[config.mk]
export PLATFORM = sky130hd
export DESIGN_NAME = issue_unit_scoreboard_core
export DESIGN_NICKNAME = d
export VERILOG_FILES = /design/src/rtl/iusb_pkg.sv /design/src/rtl/iusb_check.sv /design/src/rtl/iusb_state.sv /design/src/rtl/issue_unit_scoreboard_core.sv
export SDC_FILE = /design/constraint.sdc
export NUM_CORES = 1
export LEC_CHECK = 0
export ABC_CLOCK_PERIOD_IN_PS = 2950
export BUFFER_PORTS_ARGS = -buffer_cell sky130_fd_sc_hd__buf_2
export CELL_PAD_IN_SITES_DETAIL_PLACEMENT = 1
export CELL_PAD_IN_SITES_GLOBAL_PLACEMENT = 2
export CORE_MARGIN = 5
export CORE_UTILIZATION = 32
export DETAILED_ROUTE_END_ITERATION = 8
export PLACE_DENSITY = 0.73
export SYNTH_ARGS = -nofsm -noshare
export SYNTH_HDL_FRONTEND = slang
export SYNTH_HIERARCHICAL = 1
export SYNTH_SLANG_ARGS = --single-unit
[constraint.sdc]
create_clock -name clock -period 2.95 [get_ports clock]
set_input_delay 0.59 -clock clock [delete_from_list [all_inputs] [get_ports clock]]
set_output_delay 0.59 -clock clock [all_outputs]
set_load 0.01 [all_outputs]
[src/rtl/iusb_pkg.sv]
// Shared types, codes and unit-mapping tables for the issue scoreboard.
`timescale 1ns / 1ps

package iusb_pkg;

   localparam int UNIT_COUNT  = 10;
   localparam int GROUP_COUNT = 23;

   typedef logic [3:0] unit_type;
   typedef logic [3:0] count_type;

   // Answer codes and named unit codes
   localparam unit_type ANS_FULL      = 4'd10;
   localparam unit_type ANS_NOT_READY = 4'd11;
   localparam unit_type ANS_UNDEFINED = 4'd12;
   localparam unit_type NO_UNIT       = 4'd15;
   localparam unit_type SHARED_UNIT   = 4'd1;
   localparam unit_type ANS_CLEAR     = 4'd0;

   localparam count_type COUNT_MAX = 4'd15;

   // Processor codes
   localparam logic [1:0] PROC_CORE = 2'd0;
   localparam logic [1:0] PROC_CP1  = 2'd1;
   localparam logic [1:0] PROC_CP2  = 2'd2;

   // CSR indexes
   localparam logic [1:0] CSR_CORE_LIMIT = 2'd0;
   localparam logic [1:0] CSR_CP1_LIMIT  = 2'd1;
   localparam logic [1:0] CSR_CP2_LIMIT  = 2'd2;

   localparam logic [4:0] GROUP_RISC_ALU = 5'd0;

   typedef enum logic [1:0] {
      MODE_CHECK = 2'd0,
      MODE_LOCK  = 2'd1,
      MODE_CLEAR = 2'd2
   } mode_type;

   // One registered command beat
   typedef struct packed {
      logic       valid;
      logic [1:0] mode;
      logic [4:0] kind;
      logic       hilo_mult;
      logic [1:0] processor;
   } cmd_type;

   // Per-processor issue counts
   typedef struct packed {
      count_type core;
      count_type cp1;
      count_type cp2;
   } issue_type;

   // Preferred unit per instruction group
   function automatic unit_type first_unit(input logic [4:0] kind);
      unit_type u;
      case (kind)
         5'd0:                                 u = 4'd0;
         5'd1, 5'd2, 5'd3, 5'd4:               u = 4'd3;
         5'd5, 5'd6, 5'd7:                     u = 4'd2;
         5'd8:                                 u = 4'd4;
         5'd9, 5'd10:                          u = 4'd5;
         5'd11:                                u = 4'd6;
         5'd12:                                u = 4'd7;
         5'd13:                                u = 4'd8;
         5'd14, 5'd15, 5'd16:                  u = 4'd9;
         5'd17, 5'd18, 5'd19, 5'd20, 5'd21, 5'd22: u = 4'd1;
         default:                              u = NO_UNIT;
      endcase
      return u;
   endfunction

   // Fallback unit: only risc alu and risc ls fall back to the shared unit
   function automatic unit_type second_unit(input logic [4:0] kind);
      unit_type u;
      case (kind)
         5'd0, 5'd5: u = SHARED_UNIT;
         default:    u = NO_UNIT;
      endcase
      return u;
   endfunction

   function automatic count_type sat_inc(input count_type c);
      return (c == COUNT_MAX) ? COUNT_MAX : count_type'(c + 4'd1);
   endfunction

endpackage

[src/rtl/iusb_check.sv]
// Check path: issue-limit test and group-to-free-unit selection.
`timescale 1ns / 1ps

module iusb_check import iusb_pkg::*; (
   input  logic [4:0]            kind,
   input  logic                  hilo_mult,
   input  logic [1:0]            processor,
   input  logic [UNIT_COUNT-1:0] busy_mask,
   input  issue_type             issued,
   input  issue_type             limits,
   output unit_type              answer
);

   logic     proc_ok;
   count_type used;
   count_type limit;
   unit_type unit_a;
   unit_type unit_b;
   logic     free_a;
   logic     free_b;

   always_comb begin
      proc_ok = 1'b1;
      case (processor)
         PROC_CORE: begin
            used  = issued.core;
            limit = limits.core;
         end
         PROC_CP1: begin
            used  = issued.cp1;
            limit = limits.cp1;
         end
         PROC_CP2: begin
            used  = issued.cp2;
            limit = limits.cp2;
         end
         default: begin
            proc_ok = 1'b0;
            used    = '0;
            limit   = '0;
         end
      endcase
   end

   always_comb begin
      unit_a = first_unit(kind);
      unit_b = second_unit(kind);
      // mfhi/mflo/mult run only on the shared unit
      if (kind == GROUP_RISC_ALU && hilo_mult) begin
         unit_a = SHARED_UNIT;
         unit_b = NO_UNIT;
      end
      free_a = (unit_a < unit_type'(UNIT_COUNT)) ? !busy_mask[unit_a] : 1'b0;
      free_b = (unit_b < unit_type'(UNIT_COUNT)) ? !busy_mask[unit_b] : 1'b0;
   end

   always_comb begin
      if (!proc_ok)                              answer = ANS_UNDEFINED;
      else if (used >= limit)                    answer = ANS_FULL;
      else if (kind >= 5'(GROUP_COUNT))          answer = ANS_UNDEFINED;
      else if (free_a)                           answer = unit_a;
      else if (free_b)                           answer = unit_b;
      else                                       answer = ANS_NOT_READY;
   end

endmodule

[src/rtl/iusb_state.sv]
// Scoreboard state: busy mask, issue counts and lock total with lock/clear update.
`timescale 1ns / 1ps

module iusb_state import iusb_pkg::*; (
   input  logic                  clock,
   input  logic                  reset,
   input  cmd_type               cmd,
   input  issue_type             limits,
   output unit_type              answer,
   output logic [UNIT_COUNT-1:0] busy_next,
   output logic [31:0]           total_next
);

   logic [UNIT_COUNT-1:0] busy_ff;
   logic [UNIT_COUNT-1:0] busy_in;
   issue_type             issued_ff;
   issue_type             issued_in;
   logic [31:0]           total_ff;
   logic [31:0]           total_in;
   unit_type              check_answer;
   logic                  lock_ok;

   iusb_check u_check (
      .kind      (cmd.kind),
      .hilo_mult (cmd.hilo_mult),
      .processor (cmd.processor),
      .busy_mask (busy_ff),
      .issued    (issued_ff),
      .limits    (limits),
      .answer    (check_answer)
   );

   always_comb begin
      busy_in   = busy_ff;
      issued_in = issued_ff;
      total_in  = total_ff;
      answer    = ANS_UNDEFINED;
      lock_ok   = (cmd.kind < 5'(UNIT_COUNT)) && (cmd.processor <= PROC_CP2);
      case (cmd.mode)
         MODE_CHECK: begin
            answer = check_answer;
         end
         MODE_LOCK: begin
            if (lock_ok) begin
               answer = cmd.kind[3:0];
               busy_in[cmd.kind[3:0]] = 1'b1;
               total_in = total_ff + 32'd1;
               case (cmd.processor)
                  PROC_CORE: issued_in.core = sat_inc(issued_ff.core);
                  PROC_CP1:  issued_in.cp1  = sat_inc(issued_ff.cp1);
                  default:   issued_in.cp2  = sat_inc(issued_ff.cp2);
               endcase
            end
         end
         MODE_CLEAR: begin
            answer    = ANS_CLEAR;
            busy_in   = '0;
            issued_in = '0;
         end
         default: begin
            answer = ANS_UNDEFINED;
         end
      endcase
   end

   always_ff @(posedge clock) begin
      if (reset) begin
         busy_ff   <= '0;
         issued_ff <= '0;
         total_ff  <= '0;
      end else if (cmd.valid) begin
         busy_ff   <= busy_in;
         issued_ff <= issued_in;
         total_ff  <= total_in;
      end
   end

   assign busy_next  = busy_in;
   assign total_next = total_in;

endmodule

[src/rtl/issue_unit_scoreboard_core.sv]
// Top level of the issue scoreboard: command register, CSRs and result register.
`timescale 1ns / 1ps

// Issue scoreboard. Each command beat (check, lock or clear) is captured in
// an input register, resolved against the busy mask and issue counts in
// combinational logic, and returned through a result register: a taken
// start sets cmd_ff, then rsp_valid_ff. busy never rises, so a command can
// be issued every cycle and one result leaves every cycle; state written by a
// lock or clear is seen by the very next command. The receiver cannot stall:
// each result is on the rsp_ ports for exactly one cycle. rsp_busy_units and
// rsp_total_locked show state after the command. The three issue limits are
// written through the csr_ port, which is always ready; write them only when
// no command is in flight.
module issue_unit_scoreboard_core import iusb_pkg::*; (
   input  logic        clock,
   input  logic        reset,
   // command
   input  logic        start,
   output logic        busy,
   input  logic [1:0]  req_mode,
   input  logic [4:0]  req_kind,
   input  logic        req_hilo_mult,
   input  logic [1:0]  req_processor,
   // result
   output logic        rsp_valid,
   output logic [3:0]  rsp_answer,
   output logic [9:0]  rsp_busy_units,
   output logic [31:0] rsp_total_locked,
   // CSR writes
   input  logic        csr_valid,
   output logic        csr_ready,
   input  logic [1:0]  csr_index,
   input  logic [3:0]  csr_data
);

   cmd_type               cmd_ff;
   cmd_type               cmd_in;
   issue_type             limits_ff;
   unit_type              answer_in;
   logic [UNIT_COUNT-1:0] busy_in;
   logic [31:0]           total_in;
   logic                  rsp_valid_ff;
   unit_type              answer_ff;
   logic [UNIT_COUNT-1:0] busy_units_ff;
   logic [31:0]           total_ff;

   assign busy      = 1'b0;
   assign csr_ready = 1'b1;

   // Command register
   always_comb begin
      cmd_in.valid     = start && !busy;
      cmd_in.mode      = req_mode;
      cmd_in.kind      = req_kind;
      cmd_in.hilo_mult = req_hilo_mult;
      cmd_in.processor = req_processor;
   end

   always_ff @(posedge clock) begin
      if (reset) begin
         cmd_ff.valid <= 1'b0;
      end else begin
         cmd_ff.valid <= cmd_in.valid;
      end
      cmd_ff.mode      <= cmd_in.mode;
      cmd_ff.kind      <= cmd_in.kind;
      cmd_ff.hilo_mult <= cmd_in.hilo_mult;
      cmd_ff.processor <= cmd_in.processor;
   end

   // Issue limits; writes to unused index are dropped
   always_ff @(posedge clock) begin
      if (reset) begin
         limits_ff.core <= 4'd2;
         limits_ff.cp1  <= 4'd1;
         limits_ff.cp2  <= 4'd2;
      end else if (csr_valid && csr_ready) begin
         case (csr_index)
            CSR_CORE_LIMIT: limits_ff.core <= csr_data;
            CSR_CP1_LIMIT:  limits_ff.cp1  <= csr_data;
            CSR_CP2_LIMIT:  limits_ff.cp2  <= csr_data;
            default: ;
         endcase
      end
   end

   iusb_state u_state (
      .clock      (clock),
      .reset      (reset),
      .cmd        (cmd_ff),
      .limits     (limits_ff),
      .answer     (answer_in),
      .busy_next  (busy_in),
      .total_next (total_in)
   );

   // Result register
   always_ff @(posedge clock) begin
      if (reset) begin
         rsp_valid_ff <= 1'b0;
      end else begin
         rsp_valid_ff <= cmd_ff.valid;
      end
      answer_ff     <= answer_in;
      busy_units_ff <= busy_in;
      total_ff      <= total_in;
   end

   assign rsp_valid        = rsp_valid_ff;
   assign rsp_answer       = answer_ff;
   assign rsp_busy_units   = busy_units_ff;
   assign rsp_total_locked = total_ff;

   // Every accepted command beat yields exactly one result beat, via cmd_ff and rsp_valid_ff
   a_rsp_follows: assert property (@(posedge clock) disable iff (reset)
      (start && !busy) |=> ##1 rsp_valid)
      else $error("result beat missing for accepted command");

   a_no_spurious_rsp: assert property (@(posedge clock) disable iff (reset)
      (!start && !$past(reset)) |=> ##1 !rsp_valid)
      else $error("result beat without command");

   // Answer codes stop at undefined
   a_answer_range: assert property (@(posedge clock) disable iff (reset)
      rsp_valid |-> (rsp_answer <= ANS_UNDEFINED))
      else $error("answer code out of range");

   // Lock total only ever steps by one between results
   a_total_step: assert property (@(posedge clock) disable iff (reset)
      (rsp_valid && $past(rsp_valid) && !$past(reset, 2) && !$past(reset))
      |-> (rsp_total_locked == $past(rsp_total_locked)
           || rsp_total_locked == $past(rsp_total_locked) + 32'd1))
      else $error("lock total jumped");

endmodule

==> qor.yml <==
sta:
  max_freq_ghz: 0.370
  period_minus_slack_ps: 2700
  finalCritPeriodShare_pct: 91.6
  relSlewSlack_pct: 56.9
  slew_viol_final: 0
  fin_setup_tns_ps: 0
  finalHoldViolCount: 0
  setup_viol: 0
  rsz0062_at_grt: "no"
  worst_pin_slew_ps: 637
  finalClockSkew_ps: 9.35
power_and_ir_drop:
  p_sw_uw: 970
  p_sw_share_pct: 23.1
  internal_power_mw: 3.24
  combPwrFrac_pct: 5.6
  power.density_mw_per_mm2: 590
  p_seq_share_pct: 40.9
  cellLeakagePower_nw: 2.96
  pwr-share-clk_pct: 53.5
  ir_worst_vdd_mv: 0.419
critical_path:
  critical_path.top_delay_family: "compound AO/OA/AOI/OAI gates"
  slowest_stage: "dfxtp_1"
  crit_path_end_kind: "flop"
  start_kind: "flop"
  arrival_ps: 3010
  critPathKind: "reg2reg"
  path_cells: "buf_4 -> mux2i_1 -> o21ai_0 -> ha_1 -> a21o_1 -> a21o_1 -> a21oi_1 -> inv_1 -> o221ai_1 -> a31oi_1 -> a22oi_1 -> nor2_1"
  r2r_start: "cmd_ff[1]"
  worst_path_most_repeated_cell: "a21o_1"
  ff2ff_path_depth: 12
  crit_fanout: 9
  timing.rr.end: "rsp_answer[1]"
  critPathMaxStageDelay_ps: 540
  r2r_slack_ps: 250
  crit_buf_inv: 2
  crit_required_ps: 3250
clock_tree:
  cts_buffers: 17
  cts_resized: 0
  clkSinkCount: 124
  cts_tree: "yes"
  clk_pin_slew_ps: 60
  ctsHoldBuffers: 0
  insertion_delay_ps: 420
  cts_setup_buffers: 0
  clk_path_buf_depth: 2
  htreeDepth: 4
  cts_root_buffer: "clkbuf_16"
synth:
  post-synth-top-area-fraction_pct: 42.0
  synth.area.top_cells: "dfxtp_1, nor2_1, xnor2_1"
  synth-edff-count: 0
  yosys_register_bits: 124
  ys_async_sr_fraction_pct: 0
  yosysTopAreaCell: "dfxtp_1"
  yosys_warnings: 6
  syn_inst: 660
  synth-seq-area-share_pct: 42.0
  netlist_area_mm2: 0.00591
  syn-mean-instance-area_um2: 8.95
  synth_nets: 698
  ys_types: 67
  synthFlopType: "dfxtp_1"
global_routing:
  antenna_found_initial: 0
  grt_pass1_wl_um: 26500
  grt_max_degree: 35
  grt_pass1_vias: 5247
  overflow: 0
  grt_util_all_layers_pct: 15.2
run_status:
  status: "finished clean"
cells_and_area:
  nets: 766
  area_delta_synth_final_pct: 20.6
  fin_util_pct: 39.4
  multi_input_area_mm2: 0.00315
  drive_gt1_share_pct: 19.6
  nFillCells: 2077
  layout.cells.most_common_list: "dfxtp_1, nor2_1, buf_2"
  seq_area_mm2: 0.00248
  final_common_cell: "dfxtp_1"
  antenna_cells_inserted: 0
hold_path:
  hold_start: "req_kind[3]"
  hold_class: "in2reg"
  hold_depth: 1
  hold_end: "cmd_ff[6]"
run:
  maxCapViolCount: 0
drt:
  vias: 4937
  viasPerCell: 5.09
  first_pass_iters: 4
  wl_per_cell_um: 16.2
  routed_wl_um: 15700
  drc: 0
  postRouteAntennaNets: 0
  drtIter0Drc: 259
die:
  num_rows: 49
  ioPinCount: 69
  fp.dieW_um: 146
  die_area_mm2: 0.0213
  chipHeight_um: 146
  initial_core_util_pct: 32.7
  core_area_mm2: 0.0181
placed_design:
  place_congestion: 0.823
  portBuffers: 66
  dp_hpwl_um: 11400
==> routing by layer <==
metal | part of all wire, % | GRT usage (%) | vias to the layer above
met1 | 45 | 18.0 | 2406
met3 | 3.2 | 3.46 | 21
li1 | - | - | 2441
met2 | 50 | 26.8 | 69
met5 | 0 | 0 | -
met4 | 1.7 | 5.56 | 0
==> worst max-delay path by stage <==
stage | slack, ps | cells past startpoint | end | from
4_1_cts | 240 | 12 | rsp_answer[1] | cmd_ff[1]
5_1_grt | 60 | 14 | rsp_answer[1] | cmd_ff[1]
3_5_place_dp | 270 | 12 | rsp_answer[1] | cmd_ff[1]
6_report | 250 | 12 | rsp_answer[1] | cmd_ff[1]
2_1_floorplan | 100 | 15 | rsp_answer[1] | cmd_ff[1]
3_3_place_gp | 410 | 14 | rsp_answer[1] | cmd_ff[1]
==> Yosys cell counts (13+ instances only) <==
library cell	count
o21ai_0	14
buf_2	13
inv_1	18
nand4_1	16
nor2_1	81
clkbuf_1	16
dfxtp_1	124
nor3_1	16
a31oi_1	14
xor2_1	22
ha_1	18
nand2b_1	20
xnor2_1	33
nand3_1	24
mux2i_1	23
nand2_1	39
a21oi_1	39
nor4_1	13
==> power by group through the flow <==
stage | clock, mW | sequential, mW | combinational, mW
6_report | 2.25 | 1.72 | 0.236
5_1_grt | 2.37 | 1.72 | 0.261
4_1_cts | 2.31 | 1.72 | 0.238
3_5_place_dp | 0 | 1.76 | 0.236
3_3_place_gp | 0 | 1.76 | 0.229
2_1_floorplan | 0 | 1.75 | 0.152
==> stage by stage <==
step,power (mW),std cells,hold WS (ps),setup WS (ps),cell area [um^2]
global route,4.36,970,246,58.2,7130
finish,4.21,970,267,248,7130
detailed placement,1.99,938,478,275,6490
CTS,4.27,970,241,245,7130
global placement,1.99,938,467,413,6490
floorplan,1.90,660,448,101,5910
==> worst register-to-register path, delay by kind of cell, from the launching register on <==
kind	cells	cell delay, ps
AO/OA/AOI/OAI	7	1160
adder cells (fa/ha/maj)	1	300
buffers and inverters	2	350
flip-flops	1	540
multiplexers	1	180
AND/OR/NAND/NOR	1	60
==> flip-flops by register name (all words and copies together) (netlist names) <==
name and cells:
u_state/total_ff 32, rsp_valid 1, u_state/busy_ff 10, rsp_busy_units 10
u_state/issued_ff 12, limits_ff 12, rsp_total_locked 32, rsp_answer 4
cmd_ff 11
==> cell type report <==
| class | count | share of cell area, % |
|---|---|---|
| inverters | 18 | 0.948 |
| multi-input cells | 479 | 44.2 |
| repair buffers | 88 | 7.13 |
| clock inverters | 13 | 2.67 |
| flip-flops and latches | 124 | 34.8 |
| well taps | 229 | 4.02 |
| clock buffers | 19 | 6.21 |
==> logic make-up after synthesis <==
kind of cell | after synthesis | synth area share (%)
adders and majority gates | 18 | 3.81
AOI/OAI and AO/OA | 104 | 11.1
other | 2 | 0.127
DFF | 124 | 42.0
and+or+nand+nor | 275 | 25.7
muxes | 24 | 4.15
xor gates and xnor gates | 56 | 8.43
buffers and inverters | 57 | 4.66
Power figures use the tool's default switching activity.
